## src/sv/mtt_pkg.sv

```systemverilog
// ----------------------------------------------------------------------------
// mtt_pkg
// Shared types and constants for the machine trap and timer unit.
// ----------------------------------------------------------------------------
package mtt_pkg;

    // widths
    localparam int TIMER_WIDTH   = 64;
    localparam int COMPARE_WIDTH = 64;
    localparam int XLEN          = 32;

    // cause encoding
    localparam logic [XLEN-1:0] CAUSE_IRQ_BIT   = 32'h8000_0000;
    localparam logic [XLEN-1:0] CAUSE_CODE_MASK = 32'h7fff_ffff;
    localparam logic [XLEN-1:0] TIMER_IRQ_CAUSE = 32'h8000_0007;

    // item kinds
    typedef enum logic [1:0] {
        MODE_TICK       = 2'd0,
        MODE_TRAP       = 2'd1,
        MODE_WR_COMPARE = 2'd2,
        MODE_WR_ENABLE  = 2'd3
    } t_mode;

    // privilege levels
    typedef enum logic [1:0] {
        PRIV_USER       = 2'd0,
        PRIV_SUPERVISOR = 2'd1,
        PRIV_RESERVED   = 2'd2,
        PRIV_MACHINE    = 2'd3
    } t_priv;

    // configuration register indexes
    typedef enum logic [1:0] {
        CFG_VECTOR_BASE      = 2'd0,
        CFG_VECTOR_MODE      = 2'd1,
        CFG_TIMER_IRQ_ENABLE = 2'd2,
        CFG_UNUSED           = 2'd3
    } t_cfg_index;

    // configuration register contents
    typedef struct packed {
        logic [XLEN-1:0] vector_base;
        logic            vector_mode;
        logic            timer_irq_enable;
    } t_cfg;

    // input item
    typedef struct packed {
        logic [1:0]               mode;
        logic [XLEN-1:0]          trap_cause;
        logic [XLEN-1:0]          trap_value;
        logic [XLEN-1:0]          current_pc;
        logic [1:0]               privilege;
        logic [COMPARE_WIDTH-1:0] new_compare;
        logic                     enable_value;
    } t_in_item;

    // result item
    typedef struct packed {
        logic            trap_taken;
        logic [XLEN-1:0] target_pc;
        logic [XLEN-1:0] saved_pc_out;
        logic [XLEN-1:0] saved_cause_out;
        logic [XLEN-1:0] saved_value_out;
        logic            global_enable_out;
        logic            prior_enable_out;
        logic [1:0]      prior_privilege_out;
        logic            level_error;
    } t_out_item;

endpackage

```

## src/sv/mtt_trap_core.sv

```systemverilog
// ----------------------------------------------------------------------------
// mtt_trap_core
// Architectural state (timer, compare, enables, saved trap info) and the
// update that one item applies to it.
// ----------------------------------------------------------------------------
module mtt_trap_core
    import mtt_pkg::*;
(
    input  logic      i_clk,
    input  logic      i_rst_n,
    input  logic      i_fire,
    input  t_in_item  i_item,
    input  t_cfg      i_cfg,
    output t_out_item o_result
);

    logic [TIMER_WIDTH-1:0]   r_time_count,    n_time_count;
    logic [COMPARE_WIDTH-1:0] r_compare_value, n_compare_value;
    logic                     r_compare_armed, n_compare_armed;
    logic                     r_global_enable, n_global_enable;
    logic                     r_prior_enable,  n_prior_enable;
    logic [1:0]               r_prior_priv,    n_prior_priv;
    logic [XLEN-1:0]          r_saved_pc,      n_saved_pc;
    logic [XLEN-1:0]          r_saved_cause,   n_saved_cause;
    logic [XLEN-1:0]          r_saved_value,   n_saved_value;

    logic [TIMER_WIDTH-1:0]   count_inc;
    logic [COMPARE_WIDTH-1:0] count_ext;
    logic                     timer_hit;
    logic                     is_tick;
    logic                     want_trap;
    logic [XLEN-1:0]          cause;
    logic [XLEN-1:0]          value;
    logic                     is_irq;
    logic                     do_save;
    logic                     reserved_level;
    logic                     taken;
    logic                     level_err;
    logic [XLEN-1:0]          target;

    // timer increment and compare
    assign count_inc = r_time_count + TIMER_WIDTH'(1);
    assign count_ext = COMPARE_WIDTH'(count_inc);
    assign timer_hit = r_compare_armed && (count_ext >= r_compare_value) &&
                       r_global_enable && i_cfg.timer_irq_enable;

    // trap decision
    assign is_tick        = (i_item.mode == MODE_TICK);
    assign want_trap      = (i_item.mode == MODE_TRAP) || (is_tick && timer_hit);
    assign cause          = is_tick ? TIMER_IRQ_CAUSE : i_item.trap_cause;
    assign value          = is_tick ? '0 : i_item.trap_value;
    assign is_irq         = |(cause & CAUSE_IRQ_BIT);
    assign do_save        = want_trap && !(is_irq && !r_global_enable);
    assign reserved_level = (i_item.privilege == PRIV_RESERVED);
    assign taken          = do_save && !reserved_level;
    assign level_err      = do_save && reserved_level;

    // handler address, only interrupts are vectored
    always_comb begin
        if (i_cfg.vector_mode && is_irq) begin
            target = i_cfg.vector_base + {cause[XLEN-3:0], 2'b00};
        end else begin
            target = i_cfg.vector_base;
        end
    end

    // next state
    always_comb begin
        n_time_count    = r_time_count;
        n_compare_value = r_compare_value;
        n_compare_armed = r_compare_armed;
        n_global_enable = r_global_enable;
        n_prior_enable  = r_prior_enable;
        n_prior_priv    = r_prior_priv;
        n_saved_pc      = r_saved_pc;
        n_saved_cause   = r_saved_cause;
        n_saved_value   = r_saved_value;
        case (i_item.mode)
            MODE_TICK: begin
                n_time_count = count_inc;
            end
            MODE_WR_COMPARE: begin
                n_compare_value = i_item.new_compare;
                n_compare_armed = 1'b1;
            end
            MODE_WR_ENABLE: begin
                n_global_enable = i_item.enable_value;
            end
            default: begin
            end
        endcase
        if (do_save) begin
            n_saved_pc    = i_item.current_pc;
            n_saved_cause = cause;
            n_saved_value = value;
        end
        if (taken) begin
            n_prior_priv    = i_item.privilege;
            n_prior_enable  = r_global_enable;
            n_global_enable = 1'b0;
        end
    end

    // state registers
    always_ff @(posedge i_clk) begin
        if (!i_rst_n) begin
            r_time_count    <= '0;
            r_compare_value <= '0;
            r_compare_armed <= 1'b0;
            r_global_enable <= 1'b0;
            r_prior_enable  <= 1'b0;
            r_prior_priv    <= '0;
            r_saved_pc      <= '0;
            r_saved_cause   <= '0;
            r_saved_value   <= '0;
        end else if (i_fire) begin
            r_time_count    <= n_time_count;
            r_compare_value <= n_compare_value;
            r_compare_armed <= n_compare_armed;
            r_global_enable <= n_global_enable;
            r_prior_enable  <= n_prior_enable;
            r_prior_priv    <= n_prior_priv;
            r_saved_pc      <= n_saved_pc;
            r_saved_cause   <= n_saved_cause;
            r_saved_value   <= n_saved_value;
        end
    end

    // result reflects the state after this item
    always_comb begin
        o_result.trap_taken          = taken;
        o_result.target_pc           = taken ? target : '0;
        o_result.saved_pc_out        = n_saved_pc;
        o_result.saved_cause_out     = n_saved_cause;
        o_result.saved_value_out     = n_saved_value;
        o_result.global_enable_out   = n_global_enable;
        o_result.prior_enable_out    = n_prior_enable;
        o_result.prior_privilege_out = n_prior_priv;
        o_result.level_error         = level_err;
    end

endmodule

```

## src/sv/machine_trap_and_timer_unit.sv

```systemverilog
// ----------------------------------------------------------------------------
// machine_trap_and_timer_unit
// Machine-mode trap entry with a tick timer and compare interrupt.
// ----------------------------------------------------------------------------
// Usage:
//   Input channel (i_in_valid / o_in_stall / i_in_item) takes one item per
//   transfer: a timer tick, a trap request, a compare write or a global
//   enable write. Each item yields exactly one result on the output channel
//   (o_out_valid / i_out_stall / o_out_item).
//   An item passes through the input register, then through the state
//   update and the result register. Throughput is one item per cycle
//   while the receiver does not stall; the timer increment and the 64-bit
//   compare against the compare value set the path through the update.
//   When the receiver stalls, the result register holds its item and the
//   input register still takes one more item; further items stall until
//   the result is taken.
//   Configuration writes (i_cfg_valid / o_cfg_ready) are always accepted
//   and take effect on the next cycle; index 3 is ignored.
//   Synchronous reset clears all timer, enable, saved trap state and
//   configuration to zero and empties both registers.
// ----------------------------------------------------------------------------
module machine_trap_and_timer_unit
    import mtt_pkg::*;
(
    input  logic       i_clk,
    input  logic       i_rst_n,
    // input channel
    input  logic       i_in_valid,
    output logic       o_in_stall,
    input  t_in_item   i_in_item,
    // output channel
    output logic       o_out_valid,
    input  logic       i_out_stall,
    output t_out_item  o_out_item,
    // configuration channel
    input  logic       i_cfg_valid,
    output logic       o_cfg_ready,
    input  logic [1:0] i_cfg_index,
    input  logic [XLEN-1:0] i_cfg_data
);

    logic      r_in_valid;
    t_in_item  r_in_item;
    logic      r_out_valid;
    t_out_item r_out_item;
    t_cfg      r_cfg;
    t_out_item result;
    logic      out_free;
    logic      advance;
    logic      in_xfer;

    // handshake control
    assign out_free   = !r_out_valid || !i_out_stall;
    assign advance    = r_in_valid && out_free;
    assign o_in_stall = r_in_valid && !out_free;
    assign in_xfer    = i_in_valid && !o_in_stall;
    assign o_cfg_ready = 1'b1;

    // configuration registers
    always_ff @(posedge i_clk) begin
        if (!i_rst_n) begin
            r_cfg <= '0;
        end else if (i_cfg_valid && o_cfg_ready) begin
            case (i_cfg_index)
                CFG_VECTOR_BASE:      r_cfg.vector_base      <= i_cfg_data;
                CFG_VECTOR_MODE:      r_cfg.vector_mode      <= i_cfg_data[0];
                CFG_TIMER_IRQ_ENABLE: r_cfg.timer_irq_enable <= i_cfg_data[0];
                default: begin
                end
            endcase
        end
    end

    // input register
    always_ff @(posedge i_clk) begin
        if (!i_rst_n) begin
            r_in_valid <= 1'b0;
        end else if (in_xfer) begin
            r_in_valid <= 1'b1;
        end else if (advance) begin
            r_in_valid <= 1'b0;
        end
    end

    always_ff @(posedge i_clk) begin
        if (in_xfer) begin
            r_in_item <= i_in_item;
        end
    end

    // state update
    mtt_trap_core u_core (
        .i_clk    (i_clk),
        .i_rst_n  (i_rst_n),
        .i_fire   (advance),
        .i_item   (r_in_item),
        .i_cfg    (r_cfg),
        .o_result (result)
    );

    // result register
    always_ff @(posedge i_clk) begin
        if (!i_rst_n) begin
            r_out_valid <= 1'b0;
        end else if (advance) begin
            r_out_valid <= 1'b1;
        end else if (!i_out_stall) begin
            r_out_valid <= 1'b0;
        end
    end

    always_ff @(posedge i_clk) begin
        if (advance) begin
            r_out_item <= result;
        end
    end

    assign o_out_valid = r_out_valid;
    assign o_out_item  = r_out_item;

endmodule

```

## config.mk

```make
export PLATFORM = sky130hd
export DESIGN_NAME = machine_trap_and_timer_unit
export DESIGN_NICKNAME = d
export VERILOG_FILES = /design/src/sv/mtt_pkg.sv /design/src/sv/mtt_trap_core.sv /design/src/sv/machine_trap_and_timer_unit.sv
export SDC_FILE = /design/constraint.sdc
export NUM_CORES = 1
export LEC_CHECK = 0
export BUFFER_PORTS_ARGS = -buffer_cell sky130_fd_sc_hd__buf_2
export CAP_MARGIN = 10
export CORE_MARGIN = 4
export CORE_UTILIZATION = 58
export CTS_BUF_LIST = sky130_fd_sc_hd__clkbuf_4 sky130_fd_sc_hd__clkbuf_8 sky130_fd_sc_hd__clkbuf_16
export DETAILED_ROUTE_END_ITERATION = 8
export GPL_TIMING_DRIVEN = 0
export PLACE_DENSITY_LB_ADDON = 0.12
export SLEW_MARGIN = 0
export SYNTH_ARGS = -nofsm -noshare
export SYNTH_HDL_FRONTEND = slang
export SYNTH_HIERARCHICAL = 1
export SYNTH_SLANG_ARGS = --single-unit
```

## constraint.sdc

```tcl
create_clock -name i_clk -period 22.1 [get_ports i_clk]
set_input_delay 6.63 -clock i_clk [delete_from_list [all_inputs] [get_ports i_clk]]
set_output_delay 6.63 -clock i_clk [all_outputs]
set_load 0.01 [all_outputs]
```

==> results of run 1 <==
==> cell type report <==
cell class	instances	share of cell area [%]
Antenna cell	6	0.05051
Tap cell	577	2.429
Timing Repair Buffer	351	6.643
Inverter	88	1.111
Clock buffer	82	5.590
Multi-Input combinational cell	1605	32.98
Clock inverter	26	1.040
Buffer	138	2.105
Sequential cell	564	48.06
==> registers in the layout, summed over array words and instances, names as in the netlist <==
register                flops
u_core/r_saved_value       32
u_core/r_saved_cause       32
u_core/r_saved_pc          32
u_core/r_time_count        64
o_out_item                134
u_core/r_prior_priv         2
u_core/r_compare_value     64
u_core/r_global_enable      1
r_in_item                 165
u_core/r_compare_armed      1
u_core/r_prior_enable       1
r_cfg                      34
o_out_valid                 1
r_in_valid                  1
==> routing by layer <==
| layer | GRT usage (%) | up-vias | part of all wire (%) |
|---|---|---|---|
| li1 | - | 9216 | - |
| met1 | 36.13 | 9316 | 42 |
| met2 | 46.27 | 656 | 49 |
| met3 | 4.430 | 117 | 6.3 |
| met4 | 8.611 | 0 | 2.7 |
| met5 | 0 | - | 0 |
==> power groups by stage <==
stage,Sequential (mW),Combinational [mW],Clock [mW]
2_1_floorplan,1.19,0.0808,0
3_3_place_gp,1.19,0.148,0
3_5_place_dp,1.18,0.158,0
4_1_cts,1.16,0.159,1.01
5_1_grt,1.16,0.173,1.06
6_report,1.16,0.159,0.999
==> final timing paths <==
kind         cells past startpoint                           startpoint                               endpoint  slack, ns
max                              3                          i_out_stall                             o_in_stall       8.27
min                              2                r_cfg[3]$_SDFFE_PN0P_                  r_cfg[3]$_SDFFE_PN0P_       0.45
max reg2reg                     21  u_core/r_time_count[8]$_SDFFE_PN0P_  u_core/r_saved_value[28]$_SDFFE_PN0P_      15.01
min reg2reg                      2                r_cfg[3]$_SDFFE_PN0P_                  r_cfg[3]$_SDFFE_PN0P_       0.45
==> layout by cell type (no fill, tap or decap), drive strengths merged, types with 4 or more instances in the layout <==
master / instances
nand2: 427
buf: 385
edfxtp: 299
dfxtp: 265
clkbuf: 186
o21ai: 157
a21oi: 151
nor2: 146
ha: 94
inv: 89
nand3: 78
nand4: 68
xnor2: 65
mux2i: 64
mux2: 59
xor2: 51
and2: 37
a21o: 30
or3: 26
nor3: 21
a211oi: 17
clkinv: 16
and3: 15
o21a: 13
nor2b: 9
o31a: 7
or2: 7
nor4: 7
diode: 6
bufinv: 6
a31oi: 6
nand2b: 5
and4: 4
nor3b: 4
==> kinds of logic (layout without fill, tap and decap cells) <==
group                      after synthesis  count (layout)  share of synthesized area, %
AOI/OAI and AO/OA                      405             405                         9.196
and+or+nand+nor                        865             865                         15.83
muxes                                  123             123                         5.215
other                                    1               7                       0.01499
adders and majority gates               95              95                         4.780
xor gates and xnor gates               116             116                         4.060
DFF                                    564             564                         57.08
buffers and inverters                  226             685                         3.820
==> synthesized netlist by cell type, drive strengths merged (17+ instances only) <==
library cell	number	area (um^2)
ha	94	1176
o21ai	157	785.8
nand4	68	431.7
or3	26	162.7
nor2	146	548.0
a211oi	17	127.6
a21oi	151	755.7
mux2	59	664.4
and2	37	231.5
buf	34	234.0
nand2	427	1603
clkbuf	104	391.6
inv	88	330.3
dfxtp	265	5305
a21o	30	225.2
nand3	78	395.4
xor2	51	446.7
edfxtp	299	8979
xnor2	65	569.3
mux2i	64	640.6
nor3	21	115.1
==> tightest hold or removal path: cells and delay by family (launching register included) <==
kind | cells | cell delay (ns)
muxes | 1 | 0.05
DFF | 1 | 0.31
and+or+nand+nor | 1 | 0.05
==> stage by stage <==
stage	worst slack, ns	setup TNS, ns
after floorplan	2.436	0
after global placement	-5.677	-1091.74
after detailed placement	8.275	0
after CTS	8.267	0
after global routing	8.227	0
final	8.270	0
==> impl_metrics.yaml, run 1 <==
power_and_ir_drop:
  power.clock.fraction_pct: 43.1
  swShare_pct: 22.39
  cellPowerDensity_nw_per_um2: 77.88
  worst_ir_drop_vdd_mv: 0.06536
  power.combinational.fraction_pct: 6.9
  finalPower_mw: 2.315
  power.sequential.fraction_pct: 50.0
  leakage_nw: 11.54
  p_int_mw: 1.797
  total_switching_power_mw: 0.5183
timing:
  max-slew-margin-rel_pct: 43.06
  timing.final.setup_violations: 0
  final-hold-violation-count: 0
  clock_skew_ns: 0.01397
  timing.final.crit_share_pct: 62.58
  period_needed_ns: 13.83
  actual_slew_at_the_worst_max_slew_pin_ns: 0.8483
  fmax_mhz: 72.31
  hold-worst-slack_ns: 0.4543
  rsz_0062_raised_after_global_routing: "no"
  timing_max_transition_violations_final: 0
grt:
  first_global_vias: 19060
  antenna_found_initial: 6
  grt-ovfl-total: 0
  grt_pass1_wl_mm: 101.4
  largest_net_degree_at_the_start_of_global_routing: 41
  grt_util_all_layers_pct: 27.26
routing:
  viasPerCell: 5.617
  wl_per_cell_um: 19.02
  routed-via-count: 19310
  total_iterations_of_the_first_detailed_routing_run: 5
  detailedRoute.firstIterationViolations: 1654
  antenna_violating_nets_post_route: 0
  totalWireLength_mm: 65.38
  drc: 0
logic_synthesis:
  synth-main-ff-cell: "sky130_fd_sc_hd__edfxtp_1"
  synth_cells: 2395
  avgSynthCellArea_um2: 10.45
  post_synth_instance_area_um2: 25020
  number_of_distinct_library_cell_variants_in_the_gate_level_netlist_after_synthesis: 73
  synth-seq-area-share_pct: 57.08
  synth_seq_cells: 564
  syn-num-nets: 2694
  synth_edf_count: 299
  asyncSetResetFlopFracSynth_pct: 0
  ys_warns: 6
floorplanning:
  die_height_um: 215.7
  fp.dieArea_um2: 46530
  die-width_um: 215.7
  placementRows: 75
  coreArea_um2: 42320
  initial_utilization_pct: 59.12
  boundaryPins: 341
setup_path:
  critPathCaptureType: "output port"
  critical_path.most_common_cell: "sky130_fd_sc_hd__buf_2"
  crit_family: "buffers and inverters"
  cp_cell_sequence: "buf_2 > and3_1 > buf_2"
  timing.critical_path.fanout_max: 3
  worst-setup-path-type: "input pin to output port"
  cp_slowest_stage_delay_ns: 0.27
  critical-path-slowest-cell: "sky130_fd_sc_hd__and3_1"
  crit_arrival_ns: 7.20
  critPathLaunchType: "input pin"
  critical_path_required_ns: 15.47
  timing.critical_path.buf_inv: 2
cts:
  path_clk_slew_ns: 0.06
  clock_root_buffer: "sky130_fd_sc_hd__clkbuf_16"
  cts_sinks: 564
  insertion_delay_ns: 0.62
  htree_num_levels: 2
  tritoncts: "built"
  max-clock-path-buffers: 3
  cts-hold-fix-buffers: 0
  postCtsSetupBuffers: 0
  number_of_clock_buffers_inserted_by_tritoncts: 57
  cts_resized: 0
placement:
  placedCellCount: 3323
  gp_congestion: 0.9169
  port_buffers: 339
  place.detailed.hpwl_mm: 47.75
  placed_area_um2: 27740
cells_and_area:
  flow.area_growth_from_synthesis_pct: 18.79
  nNetsFinal: 3104
  post-route-util_pct: 70.23
  n_fill_cell: 3237
  fin_cells: 3437
  postLayoutCellArea_um2: 29720
  seq_area_um2: 14280
  layout-drive-gt1-share_pct: 19.69
  multiInputGateArea_um2: 9802
run:
  max_cap_viol_count: 0
hold_path:
  holdCritPathClass: "flip-flop to flip-flop"
outcome:
  outcome: "finished clean"
(Power assumes the default switching activity.)
==> inputs of run 2 (changes only) <==
- CORE_UTILIZATION: 58 -> 52
- clock period: 22.1 -> 12.4 ns (I/O delays scaled with it)
==> impl_metrics.yaml, run 2 (synthesis results as in run 1) <==
outcome:
  outcome: "finished clean"
grt:
  grt_util_all_layers_pct: 24.39
  first_global_vias: 18400
  grt_pass1_wl_mm: 99.69
  antenna_found_initial: 7
  grt-ovfl-total: 0
  largest_net_degree_at_the_start_of_global_routing: 40
cts:
  insertion_delay_ns: 0.63
  cts_resized: 0
  number_of_clock_buffers_inserted_by_tritoncts: 58
  clock_root_buffer: "sky130_fd_sc_hd__clkbuf_16"
  postCtsSetupBuffers: 0
  max-clock-path-buffers: 3
  cts_sinks: 564
  cts-hold-fix-buffers: 0
  tritoncts: "built"
  path_clk_slew_ns: 0.06
  htree_num_levels: 2
power_and_ir_drop:
  leakage_nw: 11.51
  worst_ir_drop_vdd_mv: 0.1060
  cellPowerDensity_nw_per_um2: 137.5
timing:
  fmax_mhz: 125.4
  timing.final.crit_share_pct: 64.31
  actual_slew_at_the_worst_max_slew_pin_ns: 0.8847
  max-slew-margin-rel_pct: 40.62
  period_needed_ns: 7.974
  timing.final.ws_setup_ns: 4.426
  final-hold-violation-count: 0
  timing_max_transition_violations_final: 0
  clock_skew_ns: 0.02265
  timing.final.setup_violations: 0
  rsz_0062_raised_after_global_routing: "no"
routing:
  antenna_violating_nets_post_route: 0
  drc: 0
  wl_per_cell_um: 18.73
  routed-via-count: 19040
  viasPerCell: 5.479
  detailedRoute.firstIterationViolations: 1388
  totalWireLength_mm: 65.12
  total_iterations_of_the_first_detailed_routing_run: 5
cells_and_area:
  layout-drive-gt1-share_pct: 19.58
  max_flop_register: "r_in_item"
  fin_cells: 3476
  nNetsFinal: 3104
  final_cell_mix: "427 x sky130_fd_sc_hd__nand2_1, 355 x sky130_fd_sc_hd__buf_2, 299 x sky130_fd_sc_hd__edfxtp_1"
  flow.area_growth_from_synthesis_pct: 18.65
  layout_commonest_cell: "sky130_fd_sc_hd__nand2_1"
  largest_reg_flops: 165
  n_fill_cell: 3893
setup_path:
  crit_arrival_ns: 4.25
  rr_worst_depth: 21
  timing.critical_path.buf_inv: 2
  cp_cell_sequence: "buf_2 > and3_1 > buf_2"
  critical_path.most_common_cell: "sky130_fd_sc_hd__buf_2"
  critPathCaptureType: "output port"
  critPathLaunchType: "input pin"
  worst-setup-path-type: "input pin to output port"
  critical-path-slowest-cell: "sky130_fd_sc_hd__and3_1"
  critical_path_required_ns: 8.68
  critical_path_depth: 3
  timing.critical_path.fanout_max: 3
  cp_slowest_stage_delay_ns: 0.25
  crit_family: "buffers and inverters"
placement:
  gp_congestion: 0.9116
  placedCellCount: 3360
  place_ws_ns: 4.430
  place.detailed.hpwl_mm: 47.72
  port_buffers: 339
floorplanning:
  boundaryPins: 341
  coreArea_um2: 47650
  placementRows: 80
  fp.dieArea_um2: 51690
  die-width_um: 227.4
  initial_utilization_pct: 52.52
  die_height_um: 227.4
hold_path:
  hold_path_depth: 2
  holdCritPathClass: "flip-flop to flip-flop"
run:
  max_cap_viol_count: 0
run 2: cell count changes in the layout (fill, tap and decap cells not counted), moves of 2 or more:
cell | before | now
sky130_fd_sc_hd__clkinv_1 | 6 | 10
sky130_fd_sc_hd__bufinv_16 | 6 | 3
sky130_fd_sc_hd__clkbuf_8 | 2 | 6
sky130_fd_sc_hd__clkinvlp_4 | 3 | 1
sky130_fd_sc_hd__clkbuf_4 | 21 | 19
run 2: cell type report:
| type | instances | area (um^2) | area share [%] |
|---|---|---|---|
| diodes | 6 | 15.01 | 0.05057 |
| plain buffers | 138 | 625.6 | 2.107 |
| clock buffers | 84 | 1702 | 5.732 |
| clock inverters | 26 | 214.0 | 0.7207 |
| inverters | 88 | 330.3 | 1.113 |
| multi-input cells | 1605 | 9802 | 33.02 |
| flip-flops and latches | 564 | 14280 | 48.11 |
| well taps | 615 | 769.5 | 2.592 |
| repair buffers | 350 | 1947 | 6.558 |
run 2: metrics by stage:
stage | hold slack [ns] | utilization, % | total power, mW | cell area (um^2) | TNS [ns]
4_1_cts | 0.4551 | 62.28 | 4.115 | 29670 | 0
6_report | 0.4537 | 62.31 | 4.081 | 29690 | 0
3_5_place_dp | 0.4477 | 58.26 | 2.383 | 27760 | 0
2_1_floorplan | 0.4301 | - | 2.257 | 25030 | 0
5_1_grt | 0.4699 | 62.31 | 4.227 | 29690 | 0
3_3_place_gp | 0.4393 | 57.70 | 2.381 | 27490 | -655.74
run 2: final timing paths:
check	endpoint	slack, ns	startpoint
worst max-delay path	o_in_stall	4.43	i_out_stall
worst min-delay path	u_core/r_compare_value[28]$_SDFFE_PN0P_	0.45	u_core/r_compare_value[28]$_SDFFE_PN0P_
worst max register to register	u_core/r_saved_value[29]$_SDFFE_PN0P_	4.89	u_core/r_time_count[8]$_SDFFE_PN0P_
worst min register to register	u_core/r_compare_value[28]$_SDFFE_PN0P_	0.45	u_core/r_compare_value[28]$_SDFFE_PN0P_
run 2: routing by layer:
metal | track usage (%) | routed length (um) | vias to the layer above | part of all wire (%)
li1 | - | - | 9241 | -
met1 | 32.80 | 27820 | 9069 | 43
met2 | 40.28 | 30900 | 597 | 47
met3 | 3.623 | 3851 | 137 | 5.9
met4 | 9.350 | 2555 | 0 | 3.9
met5 | 0 | 0 | - | 0
run 2: power by group:
| part | internal (mW) | leakage, nW | switching [mW] |
|---|---|---|---|
| Combinational | 0.106 | 5.50 | 0.177 |
| Clock | 1.01 | 0.969 | 0.722 |
| Sequential | 2.04 | 5.04 | 0.0263 |
| Total | 3.16 | 11.5 | 0.925 |
run 2: worst min-delay path: stages, from the launching register on:
cell	delay, ns
sky130_fd_sc_hd__dfxtp_1	0.31
sky130_fd_sc_hd__nand2_1	0.05
sky130_fd_sc_hd__a21oi_1	0.05
==> inputs of run 3 (changes only) <==
- ABC_AREA: not set -> 1
- CORE_UTILIZATION: 52 -> 58
- clock period: 12.4 -> 8.25 ns (I/O delays scaled with it)
==> impl_metrics.yaml, run 3 <==
grt:
  antenna_found_initial: 0
  grt-ovfl-total: 0
  grt_util_all_layers_pct: 28.88
  largest_net_degree_at_the_start_of_global_routing: 90
  first_global_vias: 21010
  grt_pass1_wl_mm: 114.4
timing:
  period_needed_ns: 5.820
  final-hold-violation-count: 0
  timing.final.setup_violations: 0
  timing.final.crit_share_pct: 70.55
  fmax_mhz: 171.8
  actual_slew_at_the_worst_max_slew_pin_ns: 1.025
  clock_skew_ns: 0.04815
  timing_max_transition_violations_final: 0
  max-slew-margin-rel_pct: 31.67
  timing.final.ws_setup_ns: 2.430
  rsz_0062_raised_after_global_routing: "no"
routing:
  drc: 0
  total_iterations_of_the_first_detailed_routing_run: 6
  detailedRoute.firstIterationViolations: 2098
  totalWireLength_mm: 73.48
  antenna_violating_nets_post_route: 0
  viasPerCell: 5.482
  wl_per_cell_um: 18.40
  routed-via-count: 21900
run:
  max_cap_viol_count: 0
power_and_ir_drop:
  worst_ir_drop_vdd_mv: 0.1884
  cellPowerDensity_nw_per_um2: 210.7
  finalPower_mw: 6.497
  leakage_nw: 14.26
logic_synthesis:
  avgSynthCellArea_um2: 8.932
  post_synth_instance_area_um2: 26380
  number_of_distinct_library_cell_variants_in_the_gate_level_netlist_after_synthesis: 54
  cell_accounting_for_the_most_synthesized_area: "sky130_fd_sc_hd__edfxtp_1"
  ys_warns: 6
  synth_area_leaders: "sky130_fd_sc_hd__edfxtp_1 34%, sky130_fd_sc_hd__dfxtp_1 20%, sky130_fd_sc_hd__nand2_1 6.8%"
  syn-num-nets: 3252
  synth.cells.most_frequent: "476 x sky130_fd_sc_hd__nand2_1, 451 x sky130_fd_sc_hd__inv_1, 299 x sky130_fd_sc_hd__edfxtp_1, 265 x sky130_fd_sc_hd__dfxtp_1, 250 x sky130_fd_sc_hd__o21ai_0"
  synth-main-ff-cell: "sky130_fd_sc_hd__edfxtp_1"
  post-synth-top-count-cell: "sky130_fd_sc_hd__nand2_1"
  synth_cells: 2953
  synth_seq_cells: 564
  asyncSetResetFlopFracSynth_pct: 0
  synth_top_cell_area_share_pct: 34.04
  synth_edf_count: 299
  synth-seq-area-share_pct: 54.16
placement:
  port_buffers: 338
  place_ws_ns: 1.760
  place.detailed.hpwl_mm: 55.67
  gp_congestion: 0.9542
floorplanning:
  coreArea_um2: 44610
  die_height_um: 221.2
  placementRows: 77
  boundaryPins: 341
  fp.dieArea_um2: 48950
  die-width_um: 221.2
  initial_utilization_pct: 59.13
setup_path:
  crit_arrival_ns: 6.30
  timing.critical_path.fanout_max: 30
  critical_path_required_ns: 8.73
  worst-setup-path-type: "input pin to flip-flop"
  critical-path-slowest-cell: "sky130_fd_sc_hd__nor2_1"
  critPathLaunchType: "input pin"
  crit_family: "buffers and inverters"
  timing.critical_path.buf_inv: 8
  cp_cell_sequence: "buf_2 > nand2_1 > inv_1 > nor2_4 > buf_12 > buf_12 > clkbuf_1 > clkinv_1 > nor2_1 > clkbuf_1 > clkbuf_1 > a21oi_1"
  cp_slowest_stage_delay_ns: 0.68
  regToRegSetupSlack_ns: 3.02
  critical_path.most_common_cell: "sky130_fd_sc_hd__clkbuf_1"
  critPathCaptureType: "flip-flop"
cts:
  cts_sinks: 564
  insertion_delay_ns: 0.64
  max-clock-path-buffers: 3
  postCtsSetupBuffers: 0
  tritoncts: "built"
  htree_num_levels: 2
  cts-hold-fix-buffers: 0
  clock_root_buffer: "sky130_fd_sc_hd__clkbuf_16"
  number_of_clock_buffers_inserted_by_tritoncts: 57
  path_clk_slew_ns: 0.06
  cts_resized: 0
cells_and_area:
  flow.area_growth_from_synthesis_pct: 16.90
  layout-drive-gt1-share_pct: 15.58
  max_flop_register: "r_in_item"
  final_cell_mix: "476 x sky130_fd_sc_hd__nand2_1, 450 x sky130_fd_sc_hd__inv_1, 361 x sky130_fd_sc_hd__buf_2"
  largest_reg_flops: 165
  layout_commonest_cell: "sky130_fd_sc_hd__nand2_1"
  nNetsFinal: 3654
  post-route-util_pct: 69.12
outcome:
  outcome: "finished clean"
hold_path:
  holdCritPathClass: "flip-flop to flip-flop"
run 3: cell count changes after synthesis, moves of 49 or more:
| cell | before | now |
|---|---|---|
| sky130_fd_sc_hd__a21oi_1 | 151 | 223 |
| sky130_fd_sc_hd__inv_1 | 87 | 451 |
| sky130_fd_sc_hd__mux2_2 | 59 | 0 |
| sky130_fd_sc_hd__mux2i_1 | 64 | 0 |
| sky130_fd_sc_hd__nand2_1 | 427 | 476 |
| sky130_fd_sc_hd__nand3_1 | 77 | 169 |
| sky130_fd_sc_hd__nor2_1 | 146 | 236 |
| sky130_fd_sc_hd__o21ai_0 | 156 | 250 |
| sky130_fd_sc_hd__o21bai_1 | 0 | 99 |
| sky130_fd_sc_hd__xnor2_1 | 65 | 13 |
run 3: area by class of cell:
type                    instances  area (um^2)
plain buffers                 141        655.6
diodes                          1        2.502
multi-input cells            1791         9728
clock inverters                24        262.8
fillers                      3534        13770
flip-flops and latches        564        14280
clock buffers                  81         1638
inverters                     457         1723
well taps                     592        740.7
repair buffers                343         1799
run 3: through the flow:
| step | hold WS (ns) | instance area (um^2) | std cells | setup TNS [ns] |
|---|---|---|---|---|
| 2_1_floorplan | 0.4353 | 26380 | 2953 | 0 |
| 3_3_place_gp | 0.4476 | 28810 | 3883 | -401.19 |
| 3_5_place_dp | 0.4556 | 28930 | 3888 | 0 |
| 4_1_cts | 0.4642 | 30830 | 3993 | 0 |
| 5_1_grt | 0.4801 | 30830 | 3993 | 0 |
| 6_report | 0.4581 | 30830 | 3994 | 0 |
run 3: tightest hold or removal path: stages (launching register included):
cell                      delay (ns)
sky130_fd_sc_hd__dfxtp_1        0.29
sky130_fd_sc_hd__inv_1          0.06
sky130_fd_sc_hd__a21oi_1        0.06
run 3: power breakdown:
group          switching [mW]  total (mW)  internal, mW
clock network            1.09        2.60          1.51
registers              0.0693        3.19          3.12
logic                   0.462       0.707         0.245
run 3: cell families (layout without fill, tap and decap cells):
kind of cell / count (synthesis) / after routing / share of synthesized area [%]
xor gates and xnor gates: 73 / 73 / 2.481
other: 1 / 2 / 0.01422
DFF: 564 / 564 / 54.16
buffers and inverters: 598 / 1046 / 8.990
AOI/OAI and AO/OA: 628 / 628 / 13.32
and+or+nand+nor: 994 / 994 / 16.51
adders and majority gates: 95 / 95 / 4.535
run 3: layer usage:
layer	global-route usage, %	up-vias	part of all wire (%)
met4	8.013	0	2.4
met2	45.76	915	45
met5	0	-	0
met1	41.89	10290	45
met3	4.307	116	7.7
li1	-	10570	-
run 3: final timing paths:
kind,from,end,cells after the start
min reg2reg,u_core/r_compare_value[41]$_SDFFE_PN0P_,u_core/r_compare_value[41]$_SDFFE_PN0P_,2
min,u_core/r_compare_value[41]$_SDFFE_PN0P_,u_core/r_compare_value[41]$_SDFFE_PN0P_,2
max,i_out_stall,u_core/r_time_count[47]$_SDFFE_PN0P_,12
max reg2reg,u_core/r_time_count[0]$_SDFFE_PN0P_,o_out_item[128]$_DFFE_PP_,25
